<file path="src/rtl/coag_pkg.sv">
// ----------------------------------------------------------------------------
// coag_pkg
// Types and codes shared by the operand address generator modules.
// ----------------------------------------------------------------------------
package coag_pkg;

	// request action codes
	localparam logic ACT_START = 1'b0;
	localparam logic ACT_DATA  = 1'b1;

	// addressing mode codes
	localparam logic [3:0] MODE_IMM  = 4'd0;
	localparam logic [3:0] MODE_ZP   = 4'd1;
	localparam logic [3:0] MODE_ZPX  = 4'd2;
	localparam logic [3:0] MODE_ZPY  = 4'd3;
	localparam logic [3:0] MODE_ABS  = 4'd4;
	localparam logic [3:0] MODE_ABSX = 4'd5;
	localparam logic [3:0] MODE_ABSY = 4'd6;
	localparam logic [3:0] MODE_INDX = 4'd7;
	localparam logic [3:0] MODE_INDY = 4'd8;

	// high byte of an address
	localparam logic [15:0] PAGE_MASK = 16'hFF00;

	typedef enum logic [2:0] {
		PH_IDLE  = 3'd0,
		PH_OP1   = 3'd1,
		PH_OP2   = 3'd2,
		PH_PTRLO = 3'd3,
		PH_PTRHI = 3'd4
	} phase_t;

	typedef enum logic [1:0] {
		KIND_READ   = 2'd0,
		KIND_DONE   = 2'd1,
		KIND_REJECT = 2'd2
	} kind_t;

	typedef struct packed {
		phase_t      phase;
		logic [3:0]  mode;
		logic [15:0] pc;
		logic [7:0]  x;
		logic [7:0]  y;
		logic [7:0]  ptr;
		logic [7:0]  low;
	} state_t;

	typedef struct packed {
		kind_t       kind;
		logic [15:0] bus_address;
		logic [15:0] effective_address;
		logic        page_crossed;
		logic [15:0] next_pc;
	} result_t;

endpackage

</file>
<file path="src/rtl/coag_step.sv">
// ----------------------------------------------------------------------------
// coag_step
// Next state and result for one request, given the held sequencer state.
// ----------------------------------------------------------------------------
module coag_step (
	input  coag_pkg::state_t  st,
	input  logic              action,
	input  logic [3:0]        mode,
	input  logic [15:0]       program_counter,
	input  logic [7:0]        index_x,
	input  logic [7:0]        index_y,
	input  logic [7:0]        read_data,
	output coag_pkg::state_t  st_next,
	output coag_pkg::result_t res
);

	logic [15:0] pc1;
	logic [15:0] pc2;
	logic [15:0] base;
	logic [7:0]  idx;
	logic [15:0] idx_sum;
	logic        idx_cross;
	logic [7:0]  zp_x;
	logic [7:0]  zp_y;
	logic [7:0]  ptr_inc;

	// shared adders
	assign pc1       = st.pc + 16'd1;
	assign pc2       = st.pc + 16'd2;
	assign base      = {read_data, st.low};
	assign idx       = (st.mode == coag_pkg::MODE_ABSX) ? st.x : st.y;
	assign idx_sum   = base + {8'h00, idx};
	assign idx_cross = (base & coag_pkg::PAGE_MASK) != (idx_sum & coag_pkg::PAGE_MASK);
	assign zp_x      = read_data + st.x;
	assign zp_y      = read_data + st.y;
	assign ptr_inc   = st.ptr + 8'd1;

	// sequencer step
	always_comb begin
		st_next = st;
		res     = '0;
		res.kind = coag_pkg::KIND_REJECT;
		if (action == coag_pkg::ACT_START) begin
			if (st.phase == coag_pkg::PH_IDLE && mode <= coag_pkg::MODE_INDY) begin
				st_next.mode = mode;
				st_next.pc   = program_counter;
				st_next.x    = index_x;
				st_next.y    = index_y;
				if (mode == coag_pkg::MODE_IMM) begin
					res.kind              = coag_pkg::KIND_DONE;
					res.effective_address = program_counter;
					res.next_pc           = program_counter + 16'd1;
				end else begin
					st_next.phase   = coag_pkg::PH_OP1;
					res.kind        = coag_pkg::KIND_READ;
					res.bus_address = program_counter;
				end
			end
		end else begin
			unique case (st.phase)
				coag_pkg::PH_IDLE: begin
					res.kind = coag_pkg::KIND_REJECT;
				end
				coag_pkg::PH_OP1: begin
					case (st.mode) inside
						coag_pkg::MODE_ZP: begin
							st_next.phase         = coag_pkg::PH_IDLE;
							res.kind              = coag_pkg::KIND_DONE;
							res.effective_address = {8'h00, read_data};
							res.next_pc           = pc1;
						end
						coag_pkg::MODE_ZPX: begin
							st_next.phase         = coag_pkg::PH_IDLE;
							res.kind              = coag_pkg::KIND_DONE;
							res.effective_address = {8'h00, zp_x};
							res.next_pc           = pc1;
						end
						coag_pkg::MODE_ZPY: begin
							st_next.phase         = coag_pkg::PH_IDLE;
							res.kind              = coag_pkg::KIND_DONE;
							res.effective_address = {8'h00, zp_y};
							res.next_pc           = pc1;
						end
						coag_pkg::MODE_ABS, coag_pkg::MODE_ABSX, coag_pkg::MODE_ABSY: begin
							st_next.low     = read_data;
							st_next.phase   = coag_pkg::PH_OP2;
							res.kind        = coag_pkg::KIND_READ;
							res.bus_address = pc1;
						end
						coag_pkg::MODE_INDX: begin
							st_next.ptr     = zp_x;
							st_next.phase   = coag_pkg::PH_PTRLO;
							res.kind        = coag_pkg::KIND_READ;
							res.bus_address = {8'h00, zp_x};
						end
						default: begin
							st_next.ptr     = read_data;
							st_next.phase   = coag_pkg::PH_PTRLO;
							res.kind        = coag_pkg::KIND_READ;
							res.bus_address = {8'h00, read_data};
						end
					endcase
				end
				coag_pkg::PH_OP2: begin
					st_next.phase = coag_pkg::PH_IDLE;
					res.kind      = coag_pkg::KIND_DONE;
					res.next_pc   = pc2;
					if (st.mode == coag_pkg::MODE_ABSX || st.mode == coag_pkg::MODE_ABSY) begin
						res.effective_address = idx_sum;
						res.page_crossed      = idx_cross;
					end else begin
						res.effective_address = base;
					end
				end
				coag_pkg::PH_PTRLO: begin
					st_next.low     = read_data;
					st_next.phase   = coag_pkg::PH_PTRHI;
					res.kind        = coag_pkg::KIND_READ;
					res.bus_address = {8'h00, ptr_inc};
				end
				coag_pkg::PH_PTRHI: begin
					st_next.phase = coag_pkg::PH_IDLE;
					res.kind      = coag_pkg::KIND_DONE;
					res.next_pc   = pc1;
					if (st.mode == coag_pkg::MODE_INDY) begin
						res.effective_address = idx_sum;
						res.page_crossed      = idx_cross;
					end else begin
						res.effective_address = base;
					end
				end
				default: begin
					res.kind = coag_pkg::KIND_REJECT;
				end
			endcase
		end
	end

endmodule

</file>
<file path="src/rtl/cpu_operand_address_generator_top.sv">
// Latency: a result is shown in the cycle after its request is accepted.
// Throughput: one request per cycle while out_ready is high; the single
// output register sets the rate, and a new request is taken in the cycle
// the held result is taken. Reset (arst_n low, asynchronous) returns the
// sequencer to idle, clears all held operands, empties the output register.
// ----------------------------------------------------------------------------
// cpu_operand_address_generator_top
// Operand address generator for the nine 8-bit processor addressing modes.
// ----------------------------------------------------------------------------
module cpu_operand_address_generator_top (
	input  logic        clk,
	input  logic        arst_n,
	input  logic        in_valid,
	output logic        in_ready,
	input  logic        action,
	input  logic [3:0]  mode,
	input  logic [15:0] program_counter,
	input  logic [7:0]  index_x,
	input  logic [7:0]  index_y,
	input  logic [7:0]  read_data,
	output logic        out_valid,
	input  logic        out_ready,
	output logic [1:0]  kind,
	output logic [15:0] bus_address,
	output logic [15:0] effective_address,
	output logic        page_crossed,
	output logic [15:0] next_pc
);

	coag_pkg::state_t  state_q;
	coag_pkg::state_t  st_next;
	coag_pkg::result_t res;
	coag_pkg::result_t res_q;
	logic              out_valid_q;
	logic              accept;

	// request handshake
	assign in_ready = !out_valid_q || out_ready;
	assign accept   = in_valid && in_ready;

	coag_step u_step (
		.st              (state_q),
		.action          (action),
		.mode            (mode),
		.program_counter (program_counter),
		.index_x         (index_x),
		.index_y         (index_y),
		.read_data       (read_data),
		.st_next         (st_next),
		.res             (res)
	);

	// sequencer state, all zero is idle
	always_ff @(posedge clk or negedge arst_n) begin
		if (!arst_n) begin
			state_q <= '0;
		end else if (accept) begin
			state_q <= st_next;
		end
	end

	// output valid
	always_ff @(posedge clk or negedge arst_n) begin
		if (!arst_n) begin
			out_valid_q <= 1'b0;
		end else if (accept) begin
			out_valid_q <= 1'b1;
		end else if (out_ready) begin
			out_valid_q <= 1'b0;
		end
	end

	// output payload
	always_ff @(posedge clk) begin
		if (accept) begin
			res_q <= res;
		end
	end

	assign out_valid         = out_valid_q;
	assign kind              = res_q.kind;
	assign bus_address       = res_q.bus_address;
	assign effective_address = res_q.effective_address;
	assign page_crossed      = res_q.page_crossed;
	assign next_pc           = res_q.next_pc;

`ifndef SYNTHESIS
	a_accept_shows: assert property (@(posedge clk) disable iff (!arst_n)
		accept |=> out_valid_q)
		else $error("accepted request produced no result");

	a_done_idle: assert property (@(posedge clk) disable iff (!arst_n)
		accept && res.kind == coag_pkg::KIND_DONE |=> state_q.phase == coag_pkg::PH_IDLE)
		else $error("sequencer not idle after done");

	a_reject_holds: assert property (@(posedge clk) disable iff (!arst_n)
		accept && res.kind == coag_pkg::KIND_REJECT |=> state_q == $past(state_q))
		else $error("rejected request changed state");

	a_read_busy: assert property (@(posedge clk) disable iff (!arst_n)
		accept && res.kind == coag_pkg::KIND_READ |=> state_q.phase != coag_pkg::PH_IDLE)
		else $error("read request left sequencer idle");

	a_cross_done: assert property (@(posedge clk) disable iff (!arst_n)
		out_valid_q && res_q.page_crossed |-> res_q.kind == coag_pkg::KIND_DONE)
		else $error("page cross flagged outside done result");
`endif

endmodule
</file>
<file path="config.mk">
export PLATFORM = sky130hd
export DESIGN_NAME = cpu_operand_address_generator_top
export DESIGN_NICKNAME = d
export VERILOG_FILES = /design/src/rtl/coag_pkg.sv /design/src/rtl/coag_step.sv /design/src/rtl/cpu_operand_address_generator_top.sv
export SDC_FILE = /design/constraint.sdc
export NUM_CORES = 1
export LEC_CHECK = 0
export ABC_AREA = 1
export BUFFER_PORTS_ARGS = -buffer_cell sky130_fd_sc_hd__buf_2
export CORE_UTILIZATION = 64
export CTS_CLUSTER_DIAMETER = 30
export CTS_CLUSTER_SIZE = 40
export DETAILED_ROUTE_END_ITERATION = 7
export MAX_ROUTING_LAYER = met4
export PLACE_DENSITY_LB_ADDON = 0.05
export SLEW_MARGIN = 40
export SYNTH_ARGS = -nofsm -noshare
export SYNTH_HDL_FRONTEND = slang
export SYNTH_SLANG_ARGS = --single-unit
</file>
<file path="constraint.sdc">
create_clock -name clk -period 9 [get_ports clk]
set_clock_uncertainty 0.15 [all_clocks]
set_input_delay 1.8 -clock clk [delete_from_list [all_inputs] [get_ports clk]]
set_output_delay 1.8 -clock clk [all_outputs]
set_load 0.01 [all_outputs]
</file>
==> metrics.yaml, run 1 <==
status: "finished, violations left"
violations: "design-rule violations"
crit_path_end_kind: "output pin"
maxCapViolations: 0
vias_per_cell: 5.755
hpwl_um: 16260
antenna_left: 0
synth_top_area_cell: "edfxtp_1"
worstPathArrival_ps: 2150
hold_class: "flop to flop"
reg2reg_depth: 16
internal-power_mw: 1.349
avgSynthCellArea_um2: 7.308
drive_gt1_frac: 0.1593
grt_pass1_vias: 6955
n_fill_cell: 983
drc: 13
clockRootBuffer: "clkbuf_16"
postLayoutCoreUtil: 0.7419
timing.rr.end: "effective_address[10]$_DFFE_PP_"
yosysTopAreaCellShare: 0.1983
synth_edf_count: 51
drt_iter0_drc: 723
hold_ws_ps: 371.2
yosysSeqAreaShare: 0.3797
dp_cells: 1282
ctsResizeCount: 0
grt_pass1_wl_um: 34500
synth.most_common_cell: "nand2_1"
total_leakage_power_nw: 4.397
grt_usage: 0.3676
hold_viol: 0
fin_area_um2: 8616
synth_area_leaders: "edfxtp_1 20%, dfrtp_1 18%, nand2_1 16%, inv_1 7.4%, o21ai_0 6.5%"
die_area_um2: 12510
postCtsSetupBuffers: 0
setup-tns-final_ps: 0
chipHeight_um: 111.9
cp-startpoint: "out_ready"
dp_slack_ps: 4910
grt_remaining_overflow: 0
fmax_ghz: 0.2439
gp_congestion: 0.9691
tightest_slew_ps: 815.5
antenna_found_initial: 0
p_comb_frac: 0.500
ys_types: 47
fp.dieW_um: 111.9
wl_um: 21440
first_pass_iters: 8
clock_power_share: 0.169
critPathLaunchType: "input pin"
drv_slew: 0
portBuffers: 101
syn_to_final_growth_pct: 11.53
synthTopCellsByCount: "323 x nand2_1, 152 x inv_1, 100 x o21ai_0"
cp-endpoint: "in_ready"
switching_share: 0.4624
clkTransAtPathRegs_ps: 70
fin_cells: 1298
cts_tree: "done"
clock_latency_ps: 370
grt_start_max_net_pins: 58
regToRegSetupSlack_ps: 5380
powerDensity_nw_per_um2: 291.2
layout_setup_ws_ps: 4900
relSlewSlack: 0.4563
ys_warn_count: 0
r2r-start: "state_q[50]$_DFFE_PN0P_"
synth.net_count: 1138
synthArstFlopShare: 0.5234
synth_area_um2: 7725
worstPathMaxFanout: 3
diodes: 0
path_class: "input pin to output pin"
synthCells: 1057
fin_nets: 1231
rsz0062_at_grt: "no"
vias: 7470
synth-seq-cells: 107
io_pins: 102
placed_cell_area_um2: 8294
clock_sinks: 107
start_util: 0.6652
ir_drop_v: 0.0002455
crit_required_ps: 7050
htree_levels: 3
setup_viol_count_final: 0
core_um2: 11610
min_period_ps: 4100
post_drt_wl_per_cell_um: 16.51
synth_ff_type: "dfrtp_1"
cts.path.max_buffers: 2
pwr-share-seq: 0.331
row_count: 39
postCtsHoldBufs: 0
switchingPower_mw: 1.160
finalPower_mw: 2.509
period_share: 0.4555
cts_buffers: 9
sequential cells by signal, summed over array words and instances, names as in the netlist:
| name | flops |
|---|---|
| state_q | 55 |
| bus_address | 16 |
| effective_address | 16 |
| next_pc | 16 |
| kind | 2 |
| out_valid | 1 |
| page_crossed | 1 |
cells in the final DEF, fill, tap and decap left out, types with 3 or more instances in the layout:
cell type | synthesis | final
a21oi_1 | 28 | 28
inv_2 | 9 | 10
o22ai_1 | 5 | 5
nand3_1 | 90 | 90
nand4_1 | 21 | 21
o221ai_1 | 5 | 5
buf_2 | 9 | 101
nor2_2 | 7 | 7
nand2_1 | 323 | 323
a31oi_1 | 3 | 3
xor2_1 | 11 | 11
mux2_2 | 20 | 20
inv_1 | 152 | 151
ha_1 | 29 | 29
nor2_1 | 48 | 48
fa_1 | 3 | 3
or2_2 | 5 | 5
nor2_4 | 4 | 4
clkbuf_16 | 0 | 9
xnor2_1 | 6 | 6
o21ai_1 | 11 | 11
a22oi_1 | 3 | 3
edfxtp_1 | 51 | 51
nor3_2 | 3 | 3
nor3_1 | 13 | 13
nand2_2 | 6 | 5
o21ai_0 | 100 | 100
o211ai_1 | 3 | 3
dfrtp_1 | 56 | 56
worst min path at each step:
stage / depth (start not counted) / startpoint / to
6_report: 2 / state_q[5]$_DFFE_PN0P_ / state_q[5]$_DFFE_PN0P_
5_1_grt: 1 / state_q[21]$_DFFE_PN0P_ / state_q[21]$_DFFE_PN0P_
4_1_cts: 2 / state_q[5]$_DFFE_PN0P_ / state_q[5]$_DFFE_PN0P_
3_5_place_dp: 2 / state_q[5]$_DFFE_PN0P_ / state_q[5]$_DFFE_PN0P_
3_3_place_gp: 2 / state_q[15]$_DFFE_PN0P_ / state_q[15]$_DFFE_PN0P_
2_1_floorplan: 2 / state_q[15]$_DFFE_PN0P_ / state_q[15]$_DFFE_PN0P_
power by group through the flow:
stage	logic [mW]	clock network (mW)	registers [mW]
6_report	1.25	0.423	0.831
5_1_grt	1.41	0.445	0.851
4_1_cts	1.23	0.428	0.827
3_5_place_dp	1.22	0	0.836
3_3_place_gp	1.19	0	0.833
2_1_floorplan	0.918	0	0.811
worst max-delay path: stages:
cell	delay, ps
buf_2	90
inv_1	40
nand2_1	70
buf_2	140
cell type report:
class / count / area (um2) / share of cell area
multi-input combinational: 766 / 4044 / 0.4694
clock inverter: 7 / 92.59 / 0.01075
sequential: 107 / 2933 / 0.3404
tap: 143 / 178.9 / 0.02077
timing repair buffer: 104 / 531.8 / 0.06172
clock buffer: 9 / 225.2 / 0.02614
inverter: 162 / 610.6 / 0.07087
cell families (layout without fill, tap and decap cells):
| family | after synthesis | count (layout) | synth area share |
|---|---|---|---|
| AND/OR/NAND/NOR | 526 | 526 | 0.2964 |
| buffers and inverters | 184 | 282 | 0.09751 |
| AO/OA/AOI/OAI | 169 | 169 | 0.1203 |
| flip-flops | 107 | 107 | 0.3797 |
| adder cells (fa/ha/maj) | 32 | 32 | 0.05475 |
| multiplexers | 22 | 22 | 0.03207 |
| XOR/XNOR | 17 | 17 | 0.01927 |
metal layers:
layer,global-route usage,part of all wire
met1,0.4665,0.42
met2,0.5921,0.47
met3,0.06805,0.083
met4,0.1261,0.027
met5,-,0
Note: power is estimated with default switching activity, not from simulation.
==> inputs of run 2 (changes only) <==
- ABC_AREA: 1 -> 0
- CORE_UTILIZATION: 64 -> 53
- clock period: 9 -> 3.4 ns (I/O delays scaled with it)
==> metrics.yaml, run 2 <==
cts_buffers: 9
dp_cells: 1021
synth_mux_area_frac: 0.1068
io_pins: 102
setup_viol_count_final: 0
cp_cell_sequence: "nand4bb_1, mux2_2, ha_1, inv_1, fa_1, inv_1, a21o_1, a41o_1, a31oi_2, o311ai_1, o311ai_0"
hpwl_um: 17660
ir_drop_v: 0.0005020
path_buf_inv: 2
worstPathArrival_ps: 3120
clock_latency_ps: 360
gp_congestion: 0.9882
n_fill_cell: 1202
start_util: 0.5434
switchingPower_mw: 3.186
synthTopCellsByCount: "87 x nand2_1, 56 x dfrtp_1, 51 x edfxtp_1"
top_usage_layer: "met2"
post_drt_wl_per_cell_um: 22.66
tightest_slew_ps: 851.7
clock_power_share: 0.151
cts_tree: "done"
rsz0062_at_grt: "no"
row_count: 43
critPathTopFamily: "compound AO/OA/AOI/OAI gates"
portBuffers: 101
grt_pass1_vias: 6394
internal-power_mw: 4.058
fmax_ghz: 0.3132
syn_to_final_growth_pct: 13.42
ys_warn_count: 0
diodes: 0
relSlewSlack: 0.4322
htree_levels: 3
crit_path_end_kind: "flop"
ctsResizeCount: 0
synthArstFlopShare: 0.5234
drc: 0
switching_share: 0.4398
critPathLaunchType: "flop"
drive_gt1_frac: 0.2520
clock_sinks: 107
p_comb_frac: 0.533
yosysTopAreaCellShare: 0.2031
powerDensity_nw_per_um2: 846.9
grt_remaining_overflow: 0
crit_top_cell: "inv_1"
maxCapViolations: 0
layout_common_cells: "100 x buf_2, 87 x nand2_1, 56 x dfrtp_1"
avgSynthCellArea_um2: 9.963
met2_usage: 0.5231
max_stage_delay_ps: 410
synth_top_area_cell: "edfxtp_1"
critPathSlowestCell: "fa_1"
synth-seq-cells: 107
grt_usage: 0.3405
clockRootBuffer: "clkbuf_16"
wl_um: 23500
drv_slew: 0
vias_per_cell: 6.448
fin_nets: 933
total_leakage_power_nw: 3.655
antenna_left: 0
antenna_found_initial: 0
yosysSeqAreaShare: 0.3889
grt_start_max_net_pins: 35
layout_commonest_cell: "buf_2"
use_met1: 0.4384
synth_top_family_by_area: "compound AO/OA/AOI/OAI gates"
synth_area_um2: 7542
ys_types: 83
yosys.area_share.simple: 0.1657
synth_area_leaders: "edfxtp_1 20%, dfrtp_1 19%, mux2_4 5.8%, ha_1 4.8%, nand2_1 4.3%"
path_class: "flop to flop"
vias: 6687
cts.path.max_buffers: 2
period_share: 0.9392
largest_register_ffs: 55
synth_edf_count: 51
synth_ff_type: "dfrtp_1"
min_period_ps: 3193
status: "complete, no violations"
first_pass_iters: 6
chipHeight_um: 121.3
synthCells: 757
die_area_um2: 14710
worstPathMaxFanout: 7
crit_required_ps: 3330
postCtsHoldBufs: 0
grt_pass1_wl_um: 36120
pwr-share-seq: 0.316
synth_xor_area_frac: 0.06685
yosys.area_share.adder: 0.05607
regMostFlops: "state_q"
grt_util_met3: 0.05169
core_um2: 13880
fp.dieW_um: 121.3
clkTransAtPathRegs_ps: 70
drt_iter0_drc: 699
postCtsSetupBuffers: 0
synth_compound_area_frac: 0.1785
setup-tns-final_ps: 0
hold_viol: 0
synth.net_count: 838
fin_cells: 1037
synth.most_common_cell: "nand2_1"
hold_class: "input pin to async pin"
==> run 2: cell count changes in the layout (fill, tap and decap cells not counted), moves of 21 or more <==
cell | previous run | this run
buf_4 | 2 | 24
inv_1 | 151 | 17
mux2_4 | 0 | 29
nand2_1 | 323 | 87
nand3_1 | 90 | 26
o21ai_0 | 100 | 46
xnor2_1 | 6 | 27
==> run 2: layout make-up <==
type / instances / area (um2) / area share
clock inverter: 2 / 15.01 / 0.001755
timing repair buffer: 124 / 680.7 / 0.07957
inverter: 18 / 67.56 / 0.007898
sequential: 107 / 2933 / 0.3428
multi-input combinational: 592 / 4344 / 0.5078
tap: 180 / 225.2 / 0.02633
clock buffer: 14 / 289.0 / 0.03379
==> run 2: cells by family after synthesis <==
logic type                 Yosys count
and+or+nand+nor                    247
AOI/OAI and AO/OA                  194
DFF                                107
adders and majority gates           32
xor gates and xnor gates            56
muxes                               63
buffers and inverters               58
==> run 2: path summary, 6_finish.rpt <==
check                                        startpoint                         endpoint  slack [ps]  cells after the start
min in group clk                               in_valid            out_valid$_DFFE_PN0P_         370                      2
worst min-delay path                             arst_n          state_q[47]$_DFFE_PN0P_         150                      1
worst max register to register  state_q[51]$_DFFE_PN0P_  effective_address[14]$_DFFE_PP_         210                     11
max in group asynchronous                        arst_n          state_q[13]$_DFFE_PN0P_        2240                      2
worst min register to register  state_q[15]$_DFFE_PN0P_          state_q[15]$_DFFE_PN0P_         370                      2
worst max-delay path            state_q[51]$_DFFE_PN0P_  effective_address[14]$_DFFE_PP_         210                     11
==> run 2: through the flow <==
stage                     worst slack, ps  utilization  hold WS (ps)  instance area (um2)  total power, mW
final                               206.8       0.6163         148.4                 8554            7.245
after global routing                48.93       0.6163         170.0                 8554            7.657
after CTS                           97.96       0.6152         157.7                 8539            7.140
after detailed placement            113.9       0.5933         355.8                 8235            6.023
after global placement              232.0       0.5931         335.8                 8233            5.953
after floorplan                     261.2            -         234.4                 7542            4.919
==> run 2: per-layer routing <==
layer / routed length [um] / vias up
li1: - / 3027
met1: 9876 / 3267
met2: 11040 / 332
met3: 1671 / 61
met4: 914 / 0
met5: 0 / -
==> run 2: worst reg2reg max path, stage by stage, from the launching register on <==
cell       delay (ps)
dfrtp_1           380
nand4bb_1         270
mux2_2            290
ha_1              170
inv_1              60
fa_1              410
inv_1              90
a21o_1            140
a41o_1            260
a31oi_2           190
o311ai_1          300
o311ai_0          200
==> run 2: power by group through the flow <==
stage | combinational (mW) | clock [mW] | sequential (mW)
global placement | 3.66 | 0 | 2.29
floorplan | 2.78 | 0 | 2.14
global route | 4.16 | 1.16 | 2.34
CTS | 3.75 | 1.11 | 2.27
finish | 3.86 | 1.10 | 2.29
detailed placement | 3.72 | 0 | 2.30
==> inputs of run 3 (changes only) <==
- CAP_MARGIN: default -> 20
- CTS_CLUSTER_DIAMETER: 30 -> 40
- clock period: 3.4 -> 2.8 ns (I/O delays scaled with it)
==> metrics.yaml, run 3 (synthesized netlist as in run 2, its figures left out) <==
regMostFlops: "state_q"
clock_latency_ps: 360
post_drt_wl_per_cell_um: 22.23
fin_cells: 1093
htree_levels: 3
rsz0062_at_grt: "yes"
grt_start_max_net_pins: 35
met3_wirelength_um: 1496
hold_class: "input pin to async pin"
layout_commonest_cell: "buf_2"
fin_nets: 989
setup-tns-final_ps: -837.2
grt_usage: 0.3473
drv_slew: 0
crit_path_end_kind: "flop"
hpwl_um: 18290
n_fill_cell: 1132
drc: 0
first_pass_iters: 5
maxCapViolations: 0
antenna_left: 0
fp.dieW_um: 121.3
ir_drop_v: 0.0006246
gp_congestion: 0.9668
setup_viol_count_final: 11
path_class: "flop to flop"
cp-startpoint: "state_q[49]$_DFFE_PN0P_"
hold_viol: 0
wl_met1_um: 10130
clkTransAtPathRegs_ps: 80
fmax_ghz: 0.3396
worstPathArrival_ps: 2950
io_pins: 102
antenna_found_initial: 0
postCtsHoldBufs: 0
core_um2: 13880
violations: "negative setup slack"
dp_cells: 1067
tightest_slew_ps: 756.8
grt_pass1_vias: 6612
cts_tree: "done"
start_util: 0.5434
min_period_ps: 2945
wl_um: 24300
period_share: 1.052
clockRootBuffer: "clkbuf_16"
drt_iter0_drc: 631
drive_gt1_frac: 0.3308
finalPower_mw: 9.975
powerDensity_nw_per_um2: 1077
row_count: 43
vias: 6814
relSlewSlack: 0.4955
cts.path.max_buffers: 2
vias_per_cell: 6.234
die_area_um2: 14710
layout_common_cells: "101 x buf_2, 85 x nand2_1, 71 x buf_4"
largest_register_ffs: 55
worstPathMaxFanout: 7
portBuffers: 101
diodes: 0
crit_required_ps: 2800
syn_to_final_growth_pct: 22.78
r2r-start: "state_q[49]$_DFFE_PN0P_"
status: "finished, violations left"
grt_pass1_wl_um: 36840
chipHeight_um: 121.3
cts_buffers: 9
clock_sinks: 107
total_leakage_power_nw: 3.993
top_layer_used: "met4"
critPathLaunchType: "flop"
routed-wl-met2_um: 11380
layout_setup_ws_ps: -145.0
grt_remaining_overflow: 0
==> run 3: cell types whose count changed in the layout (fill, tap and decap cells not counted), sizes merged <==
cell,delta
buf,+56
clkbuf,-5
bufinv,+2
clkinvlp,+2
clkinv,+1
==> run 3: where the power goes <==
group,switching (mW),internal (mW),leakage (nW)
clock,0.644,0.802,0.160
combinational,3.02,2.71,2.64
sequential,0.611,2.19,1.20
total,4.27,5.70,3.99
==> run 3: worst paths after layout <==
path / to / slack, ps / cells after the start
worst min register to register: state_q[15]$_DFFE_PN0P_ / 370 / 2
worst min-delay path: state_q[37]$_DFFE_PN0P_ / 70 / 1
max in group asynchronous: state_q[26]$_DFFE_PN0P_ / 1710 / 2
min in group clk: out_valid$_DFFE_PN0P_ / 270 / 2
worst max-delay path: effective_address[14]$_DFFE_PP_ / -150 / 12
worst max register to register: effective_address[14]$_DFFE_PP_ / -150 / 12
==> run 3: what timing repair did <==
item	4_1_cts	5_1_grt
endpoints found under the setup margin	12	14
resized for setup	29	17
pin swaps	18	12
buffers inserted	9	1
==> run 3: worst max-delay path, cell delays in order (launching register included) <==
cell       delay [ps]
dfrtp_1           380
nand4bb_1         200
buf_6             160
buf_6             130
mux2_4            210
inv_2              40
fa_2              360
inv_2              60
a21o_1            140
a41o_1            260
a31oi_4           160
nand2b_4          180
o311ai_1          310
==> run 3: per-layer routing <==
metal / vias to the layer above / track usage
li1: 3130 / -
met1: 3306 / 0.4213
met2: 298 / 0.5465
met3: 80 / 0.07096
met4: 0 / 0.1782
met5: - / -
==> run 3: stage by stage <==
stage / setup WS (ps) / util / cell area, um2 / hold slack [ps]
detailed placement: -248.8 / 0.6227 / 8643 / 354.4
global placement: -207.6 / 0.6227 / 8643 / 335.8
finish: -145.0 / 0.6671 / 9260 / 65.43
CTS: -145.3 / 0.6622 / 9191 / 84.86
floorplan: -42.27 / - / 7607 / 114.4
global route: -225.4 / 0.6671 / 9260 / 98.58
==> run 3: layout make-up <==
cell class	instances	area (um2)	area share
flip-flops and latches	107	2933	0.3167
inverters	18	71.32	0.007702
clock inverters	7	107.6	0.01162
well taps	180	225.2	0.02432
clock buffers	9	225.2	0.02432
repair buffers	180	1146	0.1238
multi-input cells	592	4552	0.4916
